`src/oas_pkg.sv`:
```
package oas_pkg;

  localparam int THR_W   = 12;
  localparam int FWD_W   = 10;
  localparam int TURN_W  = 10;
  localparam int GAIN_W  = 10;
  localparam int CFG_W   = 12;
  localparam int IDX_W   = 3;
  localparam int SPEED_W = 12;
  localparam int SIDE_W  = 2;
  localparam int Q_FRAC  = 8;

  localparam logic [THR_W-1:0]  THR_RST       = THR_W'(100);
  localparam logic [FWD_W-1:0]  FWD_RST       = FWD_W'(150);
  localparam logic [TURN_W-1:0] TURN_RST      = TURN_W'(600);
  localparam logic [GAIN_W-1:0] GAIN_SIDE_RST = GAIN_W'(51);
  localparam logic [GAIN_W-1:0] GAIN_DIAG_RST = GAIN_W'(230);
  localparam logic [GAIN_W-1:0] GAIN_FRNT_RST = GAIN_W'(307);

  typedef enum logic [SIDE_W-1:0] {
    SIDE_NONE  = 2'd0,
    SIDE_LEFT  = 2'd1,
    SIDE_RIGHT = 2'd2
  } side_t;

  typedef enum logic [IDX_W-1:0] {
    CFG_THRESHOLD = 3'd0,
    CFG_FORWARD   = 3'd1,
    CFG_MAX_TURN  = 3'd2,
    CFG_GAIN_SIDE = 3'd3,
    CFG_GAIN_DIAG = 3'd4,
    CFG_GAIN_FRNT = 3'd5
  } cfg_idx_t;

endpackage

```
`src/obstacle_avoidance_steering_unit.sv`:
```
// path: a request is held in the input register, then handed on to the result register
// throughput: one request per cycle while out_ready holds; active flag and latched side update as the
//   input register hands its request to the result register, so the next one sees them
// reset (rst, synchronous): both stages empty, avoidance inactive, no side latched,
//   registers back to threshold 100, forward 150, max turn 600, gains 51/230/307
module obstacle_avoidance_steering_unit #(
  parameter int SAMPLE_BITS = 12
) (
  input  logic                         clk,
  input  logic                         rst,
  input  logic                         cfg_we,
  input  logic [oas_pkg::IDX_W-1:0]    cfg_index,
  input  logic [oas_pkg::CFG_W-1:0]    cfg_data,
  input  logic                         in_valid,
  output logic                         in_ready,
  input  logic                         clear_request,
  input  logic [SAMPLE_BITS-1:0]       prox_right_front,
  input  logic [SAMPLE_BITS-1:0]       prox_right_diag,
  input  logic [SAMPLE_BITS-1:0]       prox_right_side,
  input  logic [SAMPLE_BITS-1:0]       prox_left_side,
  input  logic [SAMPLE_BITS-1:0]       prox_left_diag,
  input  logic [SAMPLE_BITS-1:0]       prox_left_front,
  output logic                         out_valid,
  input  logic                         out_ready,
  output logic [oas_pkg::SPEED_W-1:0]  left_speed,
  output logic [oas_pkg::SPEED_W-1:0]  right_speed,
  output logic                         avoiding,
  output logic [oas_pkg::SIDE_W-1:0]   obstacle_side
);
  import oas_pkg::*;

  localparam int CMP_W  = SAMPLE_BITS + THR_W;
  localparam int PAIR_W = SAMPLE_BITS + 1;
  localparam int PROD_W = SAMPLE_BITS + GAIN_W;
  localparam int TERM_W = PROD_W - Q_FRAC;
  localparam int SUM_W  = TERM_W + 2;
  localparam int CALC_W = SPEED_W + 1;

  // configuration registers
  logic [THR_W-1:0]  obstacle_threshold;
  logic [FWD_W-1:0]  forward_speed;
  logic [TURN_W-1:0] max_turn;
  logic [GAIN_W-1:0] gain_side;
  logic [GAIN_W-1:0] gain_diagonal;
  logic [GAIN_W-1:0] gain_front;

  always_ff @(posedge clk) begin
    if (rst) begin
      obstacle_threshold <= THR_RST;
      forward_speed      <= FWD_RST;
      max_turn           <= TURN_RST;
      gain_side          <= GAIN_SIDE_RST;
      gain_diagonal      <= GAIN_DIAG_RST;
      gain_front         <= GAIN_FRNT_RST;
    end else if (cfg_we) begin
      unique case (cfg_index)
        CFG_THRESHOLD: obstacle_threshold <= cfg_data[THR_W-1:0];
        CFG_FORWARD:   forward_speed      <= cfg_data[FWD_W-1:0];
        CFG_MAX_TURN:  max_turn           <= cfg_data[TURN_W-1:0];
        CFG_GAIN_SIDE: gain_side          <= cfg_data[GAIN_W-1:0];
        CFG_GAIN_DIAG: gain_diagonal      <= cfg_data[GAIN_W-1:0];
        CFG_GAIN_FRNT: gain_front         <= cfg_data[GAIN_W-1:0];
        default: ;
      endcase
    end
  end

  // input register
  logic                   s1_valid;
  logic                   s1_clear;
  logic [SAMPLE_BITS-1:0] s1_rf, s1_rd, s1_rs, s1_ls, s1_ld, s1_lf;
  logic                   s1_advance;

  assign s1_advance = s1_valid && (!out_valid || out_ready);
  assign in_ready   = !s1_valid || s1_advance;

  always_ff @(posedge clk) begin
    if (rst) begin
      s1_valid <= 1'b0;
    end else if (in_ready) begin
      s1_valid <= in_valid;
    end
  end

  always_ff @(posedge clk) begin
    if (in_valid && in_ready) begin
      s1_clear <= clear_request;
      s1_rf    <= prox_right_front;
      s1_rd    <= prox_right_diag;
      s1_rs    <= prox_right_side;
      s1_ls    <= prox_left_side;
      s1_ld    <= prox_left_diag;
      s1_lf    <= prox_left_front;
    end
  end

  // steering state
  logic  active;
  side_t side;
  logic  active_next;
  side_t side_next;

  logic                   act_base;
  side_t                  side_base;
  logic [CMP_W-1:0]       thr_ext;
  logic                   peak_hit;
  logic [PAIR_W-1:0]      right_pair, left_pair;
  logic                   turn_right;
  logic [SAMPLE_BITS-1:0] sel_s, sel_d, sel_f;
  logic [PROD_W-1:0]      prod_s, prod_d, prod_f;
  logic [SUM_W-1:0]       turn_sum;
  logic [TURN_W-1:0]      mag;
  logic [CALC_W-1:0]      fwd_ext, mag_ext, speed_plus, speed_minus;
  logic [SPEED_W-1:0]     left_next, right_next;

  always_comb begin
    act_base  = s1_clear ? 1'b0 : active;
    side_base = s1_clear ? SIDE_NONE : side;

    thr_ext  = CMP_W'(obstacle_threshold);
    peak_hit = (CMP_W'(s1_rf) > thr_ext) || (CMP_W'(s1_rd) > thr_ext)
            || (CMP_W'(s1_ld) > thr_ext) || (CMP_W'(s1_lf) > thr_ext);
    active_next = act_base || peak_hit;

    right_pair = PAIR_W'(s1_rf) + PAIR_W'(s1_rd);
    left_pair  = PAIR_W'(s1_lf) + PAIR_W'(s1_ld);
    side_next  = side_base;
    if (active_next && side_base == SIDE_NONE) begin
      // a tie goes left
      side_next = (right_pair > left_pair) ? SIDE_RIGHT : SIDE_LEFT;
    end

    turn_right = (side_next == SIDE_RIGHT);
    sel_s = turn_right ? s1_rs : s1_ls;
    sel_d = turn_right ? s1_rd : s1_ld;
    sel_f = turn_right ? s1_rf : s1_lf;

    prod_s = PROD_W'(gain_side) * PROD_W'(sel_s);
    prod_d = PROD_W'(gain_diagonal) * PROD_W'(sel_d);
    prod_f = PROD_W'(gain_front) * PROD_W'(sel_f);
    turn_sum = SUM_W'(prod_s[PROD_W-1:Q_FRAC]) + SUM_W'(prod_d[PROD_W-1:Q_FRAC])
             + SUM_W'(prod_f[PROD_W-1:Q_FRAC]);

    if (!active_next) begin
      mag = '0;
    end else if (turn_sum > SUM_W'(max_turn)) begin
      mag = max_turn;
    end else begin
      mag = turn_sum[TURN_W-1:0];
    end

    fwd_ext     = CALC_W'(forward_speed);
    mag_ext     = CALC_W'(mag);
    speed_plus  = fwd_ext + mag_ext;
    speed_minus = fwd_ext - mag_ext;
    // an obstacle on the right slows the left wheel
    left_next  = turn_right ? speed_minus[SPEED_W-1:0] : speed_plus[SPEED_W-1:0];
    right_next = turn_right ? speed_plus[SPEED_W-1:0] : speed_minus[SPEED_W-1:0];
  end

  always_ff @(posedge clk) begin
    if (rst) begin
      active <= 1'b0;
      side   <= SIDE_NONE;
    end else if (s1_advance) begin
      active <= active_next;
      side   <= side_next;
    end
  end

  // result register
  always_ff @(posedge clk) begin
    if (rst) begin
      out_valid <= 1'b0;
    end else if (s1_advance) begin
      out_valid <= 1'b1;
    end else if (out_ready) begin
      out_valid <= 1'b0;
    end
  end

  always_ff @(posedge clk) begin
    if (s1_advance) begin
      left_speed    <= left_next;
      right_speed   <= right_next;
      avoiding      <= active_next;
      obstacle_side <= side_next;
    end
  end

endmodule

```
`config.mk`:
```
export PLATFORM = sky130hd
export DESIGN_NAME = obstacle_avoidance_steering_unit
export DESIGN_NICKNAME = d
export VERILOG_FILES = /design/src/oas_pkg.sv /design/src/obstacle_avoidance_steering_unit.sv
export SDC_FILE = /design/constraint.sdc
export NUM_CORES = 1
export LEC_CHECK = 0
export ABC_AREA = 1
export ABC_CLOCK_PERIOD_IN_PS = 17200
export CAP_MARGIN = 20
export CORE_MARGIN = 10
export CORE_UTILIZATION = 40
export DETAILED_ROUTE_END_ITERATION = 8
export DONT_BUFFER_PORTS = 1
export PLACE_DENSITY_LB_ADDON = 0.3
export SYNTH_ARGS = -nofsm -noshare
export SYNTH_HDL_FRONTEND = slang
export SYNTH_SLANG_ARGS = --single-unit
export TNS_END_PERCENT = 30
```
`constraint.sdc`:
```
create_clock -name clk -period 17.2 [get_ports clk]
set_input_delay 0.86 -clock clk [delete_from_list [all_inputs] [get_ports clk]]
set_output_delay 0.86 -clock clk [all_outputs]
set_load 0.03 [all_outputs]
```
# Word level (Yosys, flattened, before mapping)
# Cells that the tools add are included.
[word_totals]
regBits = 167
latch_bits = 0
ram_bits = 0
mem_bits_ro = 0
out_inout_bits = 29
elab_cells = 75
n_memories = 0
[classes]
add_sub_neg = 6
multipliers = 3
n_div = 0
magnitude_cmp = 6
eq_ne = 6
shifts = 0
n_mux = 13
n_bitwise = 0
n_reduce_logical = 20
[op_table]
columns = ["operator", "count"]
rows = [
  ["10-bit by 12-bit multiplier with 22-bit output", 3],
  ["12-bit two-way mux", 5],
  ["12-bit > comparator", 4],
  ["12-bit by 12-bit adder with 13-bit output", 2],
  ["10-bit two-way mux", 2],
  ["15-bit by 14-bit adder with 16-bit output", 1],
  ["16-bit by 10-bit > comparator with 1-bit output", 1],
  ["14-bit by 14-bit adder with 15-bit output", 1],
  ["13-bit > comparator", 1],
  ["2-bit AND reduction", 6],
  ["10-bit by 10-bit adder with 11-bit output", 1],
  ["10-bit by 10-bit subtractor with 11-bit output", 1],
  ["3-bit by 2-bit == test with 1-bit output (second input constant)", 2],
  ["3-bit == test (second input constant)", 2],
  ["1-bit logical OR", 6],
  ["2-bit two-way mux", 3],
  ["3-bit by 1-bit == test with 1-bit output (second input constant)", 1],
  ["1-bit logical AND", 3],
  ["3-bit logical NOT", 1],
  ["1-bit two-way mux", 3],
  ["2-bit == test (second input constant)", 1],
  ["1-bit logical NOT", 2],
  ["2-bit logical NOT", 1],
  ["2-bit nonzero test", 1],
]

# Longest topological paths before layout
# Gate-level depths: netlist of the first run.
[depth]
depth_word = 17
mapped_depth = 82
mapped_depth_nobuf = 81

# Worst setup path before layout of the first run
# OpenSTA, ideal clock, no wires.
[synth_path]
path_type = "register to register"
start = "reg s1_ld[0]"
end = "reg left_speed[9] (netlist name) (data pin)"
setup_time_ns = 0.152
arrival_ns = 12.989
path_slack_ns = 4.058
stages_incl_launch_ff = 74
path_buffers = 3
synth_period_minus_slack_ns = 13.142
cell_sequence = "edfxtp_1 -> ha_1 -> inv_1 -> fa_1 -> o21ai_0 -> a21oi_1 -> o21bai_1 -> a21oi_1 -> o21ai_0 -> a21o_1 -> a21oi_1 -> or2_2 -> nand2_1 -> a21oi_1 -> ha_1 -> a21oi_1 -> o21ai_0 -> a21oi_1 -> [38 not listed] -> nand2_1 -> o21ai_0 -> nand3_1 -> buf_2 -> o21ai_0 -> ha_1 -> nor2_1 -> nor2_1 -> o21bai_1 -> a21oi_1 -> nor2_1 -> nor2_1 -> o31ai_1 -> a21oi_1 -> o21ai_0 -> xor2_1 -> inv_1 -> o21ai_0"
[synth_between]
elab_chain_cells = 16
[synth_lines]
columns = ["element", "line_no", "rtl"]
rows = [
  ["start: declaration", "obstacle_avoidance_steering_unit.sv:71", "logic [SAMPLE_BITS-1:0] s1_rf, s1_rd, s1_rs, s1_ls, s1_ld, s1_lf;"],
  ["start signal: assignment", "obstacle_avoidance_steering_unit.sv:92", "s1_ld <= prox_left_diag;"],
  ["branches (longest 15 deep; another with 10-bit by 12-bit multiplier with 22-bit output)", "n/a", ""],
  ["12-bit two-way mux *", "obstacle_avoidance_steering_unit.sv:157", "left_next = turn_right ? speed_minus[SPEED_W-1:0] : speed_plus[SPEED_W-1:0];"],
  ["named net left_next[9]", "obstacle_avoidance_steering_unit.sv:114", "logic [SPEED_W-1:0] left_next, right_next;"],
  ["end signal: assignment", "obstacle_avoidance_steering_unit.sv:184", "left_speed <= left_next;"],
  ["end: declaration", "obstacle_avoidance_steering_unit.sv:25", "output logic [oas_pkg::SPEED_W-1:0] left_speed,"],
]
# Mark *: on every way through the listed nets, which the timed path passes.
# A chain may end at the register's enable or synchronous reset.

# Final worst setup path of the first run
[layout_path]
start = "reg s1_ld[0]"
end = "reg right_speed[9] (netlist name) (data pin)"
[layout_between]
elab_chain_cells = 16
[layout_lines]
columns = ["element", "line_no", "rtl"]
rows = [
  ["branches (longest 15 deep; another with 10-bit by 12-bit multiplier with 22-bit output)", "n/a", ""],
  ["12-bit two-way mux *", "obstacle_avoidance_steering_unit.sv:158", "right_next = turn_right ? speed_plus[SPEED_W-1:0] : speed_minus[SPEED_W-1:0];"],
  ["named net right_next[9]", "obstacle_avoidance_steering_unit.sv:114", ""],
  ["end signal: assignment", "obstacle_avoidance_steering_unit.sv:185", "right_speed <= right_next;"],
  ["end: declaration", "obstacle_avoidance_steering_unit.sv:26", "output logic [oas_pkg::SPEED_W-1:0] right_speed,"],
]
# Marks and branches as above.

==> metrics.md, run 1 <==
| Metric | Value |
|---|---|
| Initial DRC count | roughly 1200 |
| Die area | about 0.064 mm² |
| Vias in the first global route | 17700 |
| YS warnings | 0 |
| Final min period | 15380 ps |
| Routed Antenna Nets | 0 |
| Final Hold Vio Count | 0 |
| Mapped Area | 0.0216 mm² |
| Setup Buffers After CTS | 0 |
| Root buffer cell | clkbuf_16 |
| Synthesized instance count | between 2000 and 3000 |
| PortBufs | 0 |
| DR vias | 17200 |
| GRT met2 Usage | 32.2% |
| Distinct cell type count after synthesis | 44 |
| Avg Cell Area, Syn | 8.34 µm² |
| Number of placed instances, taps included | 3252 |
| Ant diodes | 0 |
| Setup crit start kind | register |
| Clock transition at path regs | 80 ps |
| Critical path required time | between 15000 and 20000 ps |
| # DRC | 0 |
| Crit path max fanout | 56 |
| FMAX | 0.0650 GHz |
| Layout overhead on the synthesized area | 6.29% |
| Register area share after synthesis | 19.9% |
| Post-synth EDFFs | between 90 and 100 |
| Slowest CP cell | o21ai_0 |
| RSZ-0062 raised after global routing | false |
| CTS resizes | 0 |
| Pin count of the biggest net entering global routing | 74 |
| Num CTS Buffers | 17 |
| Fin. max-slew vios | 0 |
| Yosys top cell area share | 23.1% |
| GR Layer Usage met1 | 25.8% |
| Syn_nets | 3229 |
| CP Class | reg2reg |
| Final setup vio count | 0 |
| CORE AREA | 0.0537 mm² |
| Share of cells above drive strength 1 | around 5% |
| Die Y | approximately 250 µm |
| Gr usage total | around 20% |
| Top FF cell, synth | edfxtp_1 |
| CP most frequent cell | a21oi_1 |
| TNS Setup | 0 ps |
| Arr. time, crit path | between 15000 and 20000 ps |
| Top Ports | 122 |
| Outcome | finished, final reports clean |
| Final std cells w/o fill | 3284 |
| Fillers | 5288 |
| Max_cap viols | 0 |
| CTS sink cnt | 166 |
| Ranking of synthesized cells by area | fa_1, ha_1, edfxtp_1 |
| GR Overflow Total | 0 |
| Via-to-Cell Ratio | 5.24 |
| Ys async rst share | 0% |
| Drt total wl | 62400 µm |
| Max incr delay on CP | between 600 and 700 ps |
| Busiest grt layer | met2 |
| Synth area leader | fa_1 |
| Rel. slew slack | between 40 and 50% |
| Clk Latency, worst-skew pair | 500 ps |
| CTS Hold Bufs | 0 |
| Most common cell in the netlist | inv_1 |
| Min-delay worst type | in2reg |
| CTS tree | done |
| Clock Skews | 16.1 ps |
| Initial antenna violation count | 3 |
| Clk buf depth | 2 |
| GP Congestion | roughly 0.95 |
| Final period util | 89.4% |
| Fin nets | 3211 |
| #FFs+latches synth | 166 |
| Detail Placement HPWL | 52300 µm |
| Commonest cells post-synth | inv_1, nand2_1, ha_1 |
| Worst-Margin Slew | 878 ps |
| Initial DRT Pass Iterations | 6 |
| Die W | 253 µm |
| Row Count | 85 |
| First-pass GRT wire length | 98600 µm |
| Avg WL per Cell | 19.0 µm |
| Crit end category | register |
| Grt met3 use | 5.12% |
| H-tree depth | 4 |
| Initial Utilization | 40.3% |
[registers in the layout, indices dropped and copies added, names as in the netlist]
signal              count
gain_diagonal          10
avoiding                1
s1_valid                1
out_valid               1
gain_front             10
max_turn               10
s1_ld                  12
right_speed            11
gain_side              10
s1_rs                  12
side                    2
left_speed             12
s1_rd                  12
s1_ls                  12
s1_rf                  12
s1_clear                1
forward_speed          10
obstacle_side           2
s1_lf                  12
active                  1
obstacle_threshold     12
[cell usage in the layout (no fill, tap or decap), types with 3 or more instances in the layout]
cell and n:
nand4_1 19, inv_2 3, o21ai_1 10, o21a_1 9, ha_1 293, inv_8 4
nand2_1 415, nand2_2 10, nand2_4 10, xor2_1 53, o21ai_2 18, clkinv_1 16
o211ai_1 23, nor3_1 11, nand3_1 29, clkinv_8 3, edfxtp_1 99, a21o_1 7
a21oi_1 182, xnor2_1 26, o31ai_1 5, a31oi_1 5, a21boi_1 3, nor4_1 12
nor2_4 3, dfxtp_1 67, o21ai_0 131, fa_1 250, or2_2 31, nor2_1 291
clkbuf_16 17, nor2_2 7, buf_4 8, inv_1 479, o21bai_1 17
[per-layer routing]
layer,vias to the layer above,share of wire [%]
met4,2,2.5
met3,78,7.1
met5,-,0.027
met1,8427,45
li1,8213,-
met2,483,46
[path summary, 6_finish.rpt]
kind	start	end	slack (ps)	cells after the start
setup / recovery	s1_ld[0]$_DFFE_PP_	right_speed[9]$_DFFE_PP_	1820	70
hold / removal	rst	s1_valid$_SDFFE_PP0N_	420	1
setup reg to reg	s1_ld[0]$_DFFE_PP_	right_speed[9]$_DFFE_PP_	1820	70
hold reg to reg	forward_speed[4]$_SDFFE_PP1P_	forward_speed[4]$_SDFFE_PP1P_	500	2
[kinds of logic (layout without fill, tap and decap cells)]
family | Yosys count | in the layout | share of synthesized area (%)
XOR/XNOR | 79 | 79 | 3.20
flip-flops | 166 | 166 | 19.9
buffers and inverters | 544 | 539 | 9.50
AND/OR/NAND/NOR | 846 | 846 | 16.5
adder cells (fa/ha/maj) | 543 | 543 | 40.1
AO/OA/AOI/OAI | 415 | 415 | 10.8
[area by class of cell]
type,count,area [µm²],area share [%]
Multi-Input combinational cell,1883,15300,66.4
Clock inverter,15,179,0.778
Tap cell,696,871,3.79
Clock buffer,17,425,1.85
Timing Repair Buffer,9,71.3,0.310
Inverter,498,1870,8.13
Sequential cell,166,4310,18.8
[per-stage QoR]
step	worst slack (ps)	instance area (µm²)	hold WS [ps]	utilization, %
floorplan	4060	21600	450	-
global placement	1980	22400	480	41.7
detailed placement	2040	22400	483	41.7
CTS	2000	23000	389	42.8
global route	557	23000	395	42.8
finish	1820	23000	421	42.8
[worst max-delay path, delay by kind of cell (launching register included)]
family,cells,cell delay (ps)
adder cells (fa/ha/maj),13,5290
AO/OA/AOI/OAI,27,4830
AND/OR/NAND/NOR,17,2570
buffers and inverters,10,1330
XOR/XNOR,3,750
flip-flops,1,360
Power of run 1 is not shown: default switching activity piles up to over one toggle a cycle in this logic, so the estimate is an artifact.
==> run 2: changes to the inputs <==
--- a/config.mk
+++ b/config.mk
@@ -9,4 +9,5 @@
 export ABC_CLOCK_PERIOD_IN_PS = 17200
 export CAP_MARGIN = 20
+export CORE_ASPECT_RATIO = 0.7
 export CORE_MARGIN = 10
 export CORE_UTILIZATION = 40
==> constraint.sdc (replaced) <==
create_clock -name clk -period 17.2 [get_ports clk]
set_input_delay 0.86 -clock clk [delete_from_list [all_inputs] [get_ports clk]]
set_output_delay 0.86 -clock clk [all_outputs]
set_load 0.1 [all_outputs]
==> run 2 against run 1 <==
Net effect:
- first-iteration DRC count is 35% higher
- via count grew 1.6%
- final cell count rose by 1.3%
- count of clock-buffer cells in the layout grew 1
- hold slack better by 31 ps
- global-route usage increased by 0.58 points
- fmax down 2.9%
- sequential cell count stayed put
- critical endpoint is now right_speed[8]$_DFFE_PP_
- largest cell class unchanged
- highest routed layer unchanged
==> metrics.md, run 2 (synthesized netlist as in run 1, its figures left out) <==
| Metric | Value |
|---|---|
| GR Overflow Total | 0 (unchanged) |
| FMAX | 0.0632 GHz (-2.9%) |
| Max_cap viols | 0 (unchanged) |
| Detail Placement HPWL | 54700 µm (+4.6%) |
| Clk buf depth | 2 (unchanged) |
| H-tree depth | 4 (unchanged) |
| Clock transition at path regs | 70 ps (about the same) |
| Max incr delay on CP | 540 ps (-110 ps) |
| Routed Antenna Nets | 0 (unchanged) |
| Slowest CP cell | fa_1 |
| Crit path max fanout | 21 (-63%) |
| Setup Buffers After CTS | 0 (unchanged) |
| Final min period | 15840 ps (+458 ps) |
| Final setup vio count | 0 (unchanged) |
| RSZ-0062 raised after global routing | false |
| Setup crit start kind | register |
| Final WS setup | 1360 ps (-458 ps) |
| Most frequent cells in the layout | inv_1, nand2_1, ha_1, nor2_1, fa_1 |
| CP most frequent cell | inv_1 |
| Fin nets | 3215 (+0.12%) |
| Die area | 0.0639 mm² (+0.23%) |
| Final Core Density | 43.2% (+0.35 points) |
| Clk Latency, worst-skew pair | 480 ps (-20 ps) |
| CTS sink cnt | 166 (unchanged) |
| Die Y | 215 µm (-15%) |
| Outcome | finished, final reports clean |
| Fin. max-slew vios | 0 (unchanged) |
| Initial Utilization | 40.4% (+0.11 points) |
| Num CTS Buffers | 17 (unchanged) |
| Gr usage total | 20.6% (+0.58 points) |
| Buf+Inv Stages, Crit Path | 14 (+4) |
| GP Congestion | 0.955 (+0.90%) |
| Worst-Margin Slew | 1090 ps (+210 ps) |
| CTS resizes | 0 (unchanged) |
| Share of cells above drive strength 1 | 5.05% (+0.19 points) |
| DP Worst Slack | 1240 ps (-800 ps) |
| Avg WL per Cell | 19.7 µm (+3.6%) |
| Arr. time, crit path | 16140 ps (+430 ps) |
| Final Hold Vio Count | 0 (unchanged) |
| Critical path required time | 17510 ps (-20 ps) |
| Layout overhead on the synthesized area | 6.88% |
| Crit end category | register |
| Initial DRC count | 1615 (+35%) |
| CP delay by family, top | adder cells |
| Initial DRT Pass Iterations | 6 (unchanged) |
| Top Ports | 122 (unchanged) |
| PortBufs | 0 (unchanged) |
| Via-to-Cell Ratio | 5.25 (+0.30%) |
| Most common library cell in the layout ignoring fill and taps | inv_1 |
| CP Class | reg2reg |
| DR vias | 17500 (+1.6%) |
| Pin count of the biggest net entering global routing | 74 (unchanged) |
| Clock Skews | 14.7 ps (-1.38 ps) |
| Min-delay worst type | in2reg |
| Die W | 298 µm (+18%) |
| First-pass GRT wire length | 103000 µm (+4.1%) |
| Final period util | 92.1% (+2.7 points) |
| CTS Hold Bufs | 0 (unchanged) |
| Rel. slew slack | 27.2% (-14 points) |
| TNS Setup | 0 ps (unchanged) |
| CORE AREA | 0.0536 mm² (-0.26%) |
| Vias in the first global route | 17500 (-0.76%) |
| CTS tree | done |
| # DRC | 0 (unchanged) |
| Root buffer cell | clkbuf_16 |
| Drt total wl | 65500 µm (+5.0%) |
| Row Count | 71 (-16%) |
| Initial antenna violation count | 3 (unchanged) |
[run 2: cell types whose count changed in the layout (fill, tap and decap cells not counted), moves of 2 or more]
| cell | previous run | this run |
|---|---|---|
| buf_16 | 0 | 3 |
| clkinv_8 | 3 | 0 |
| diode_2 | 0 | 6 |
| inv_6 | 2 | 6 |
| inv_8 | 4 | 2 |
[run 2: area by class of cell]
class	count	area, µm²
fillers	5254	30500
multi-input cells	1883	15300
flip-flops and latches	166	4310
inverters	498	1870
well taps	730	913
clock buffers	18	429
repair buffers	13	170
clock inverters	14	139
diodes	6	15.0
[run 2: final timing paths]
kind,start,end,slack (ps),cells after the start
hold / removal,rst,s1_valid$_SDFFE_PP0N_,450,1
hold reg to reg,max_turn[7]$_SDFFE_PP0P_,max_turn[7]$_SDFFE_PP0P_,500,2
setup / recovery,s1_ld[0]$_DFFE_PP_,right_speed[8]$_DFFE_PP_,1360,72
setup reg to reg,s1_ld[0]$_DFFE_PP_,right_speed[8]$_DFFE_PP_,1360,72
[run 2: metrics by stage]
stage          area [µm²]  cells  hold WS [ps]
2_1_floorplan       21600   2593           450
3_3_place_gp        22500   3287           474
3_5_place_dp        22500   3288           483
4_1_cts             23000   3320           429
5_1_grt             23100   3322           429
6_report            23100   3328           452
[run 2: routing by layer]
metal  vias to the layer above  track usage (%)  part of all wire [%]
li1                       8230                -                     -
met1                      8539             29.7                    47
met2                       654             29.2                    41
met3                        59             7.16                    10
met4                         4             4.65                   1.8
met5                         -                0                 0.026
Power of run 2 is left out for the same reason.
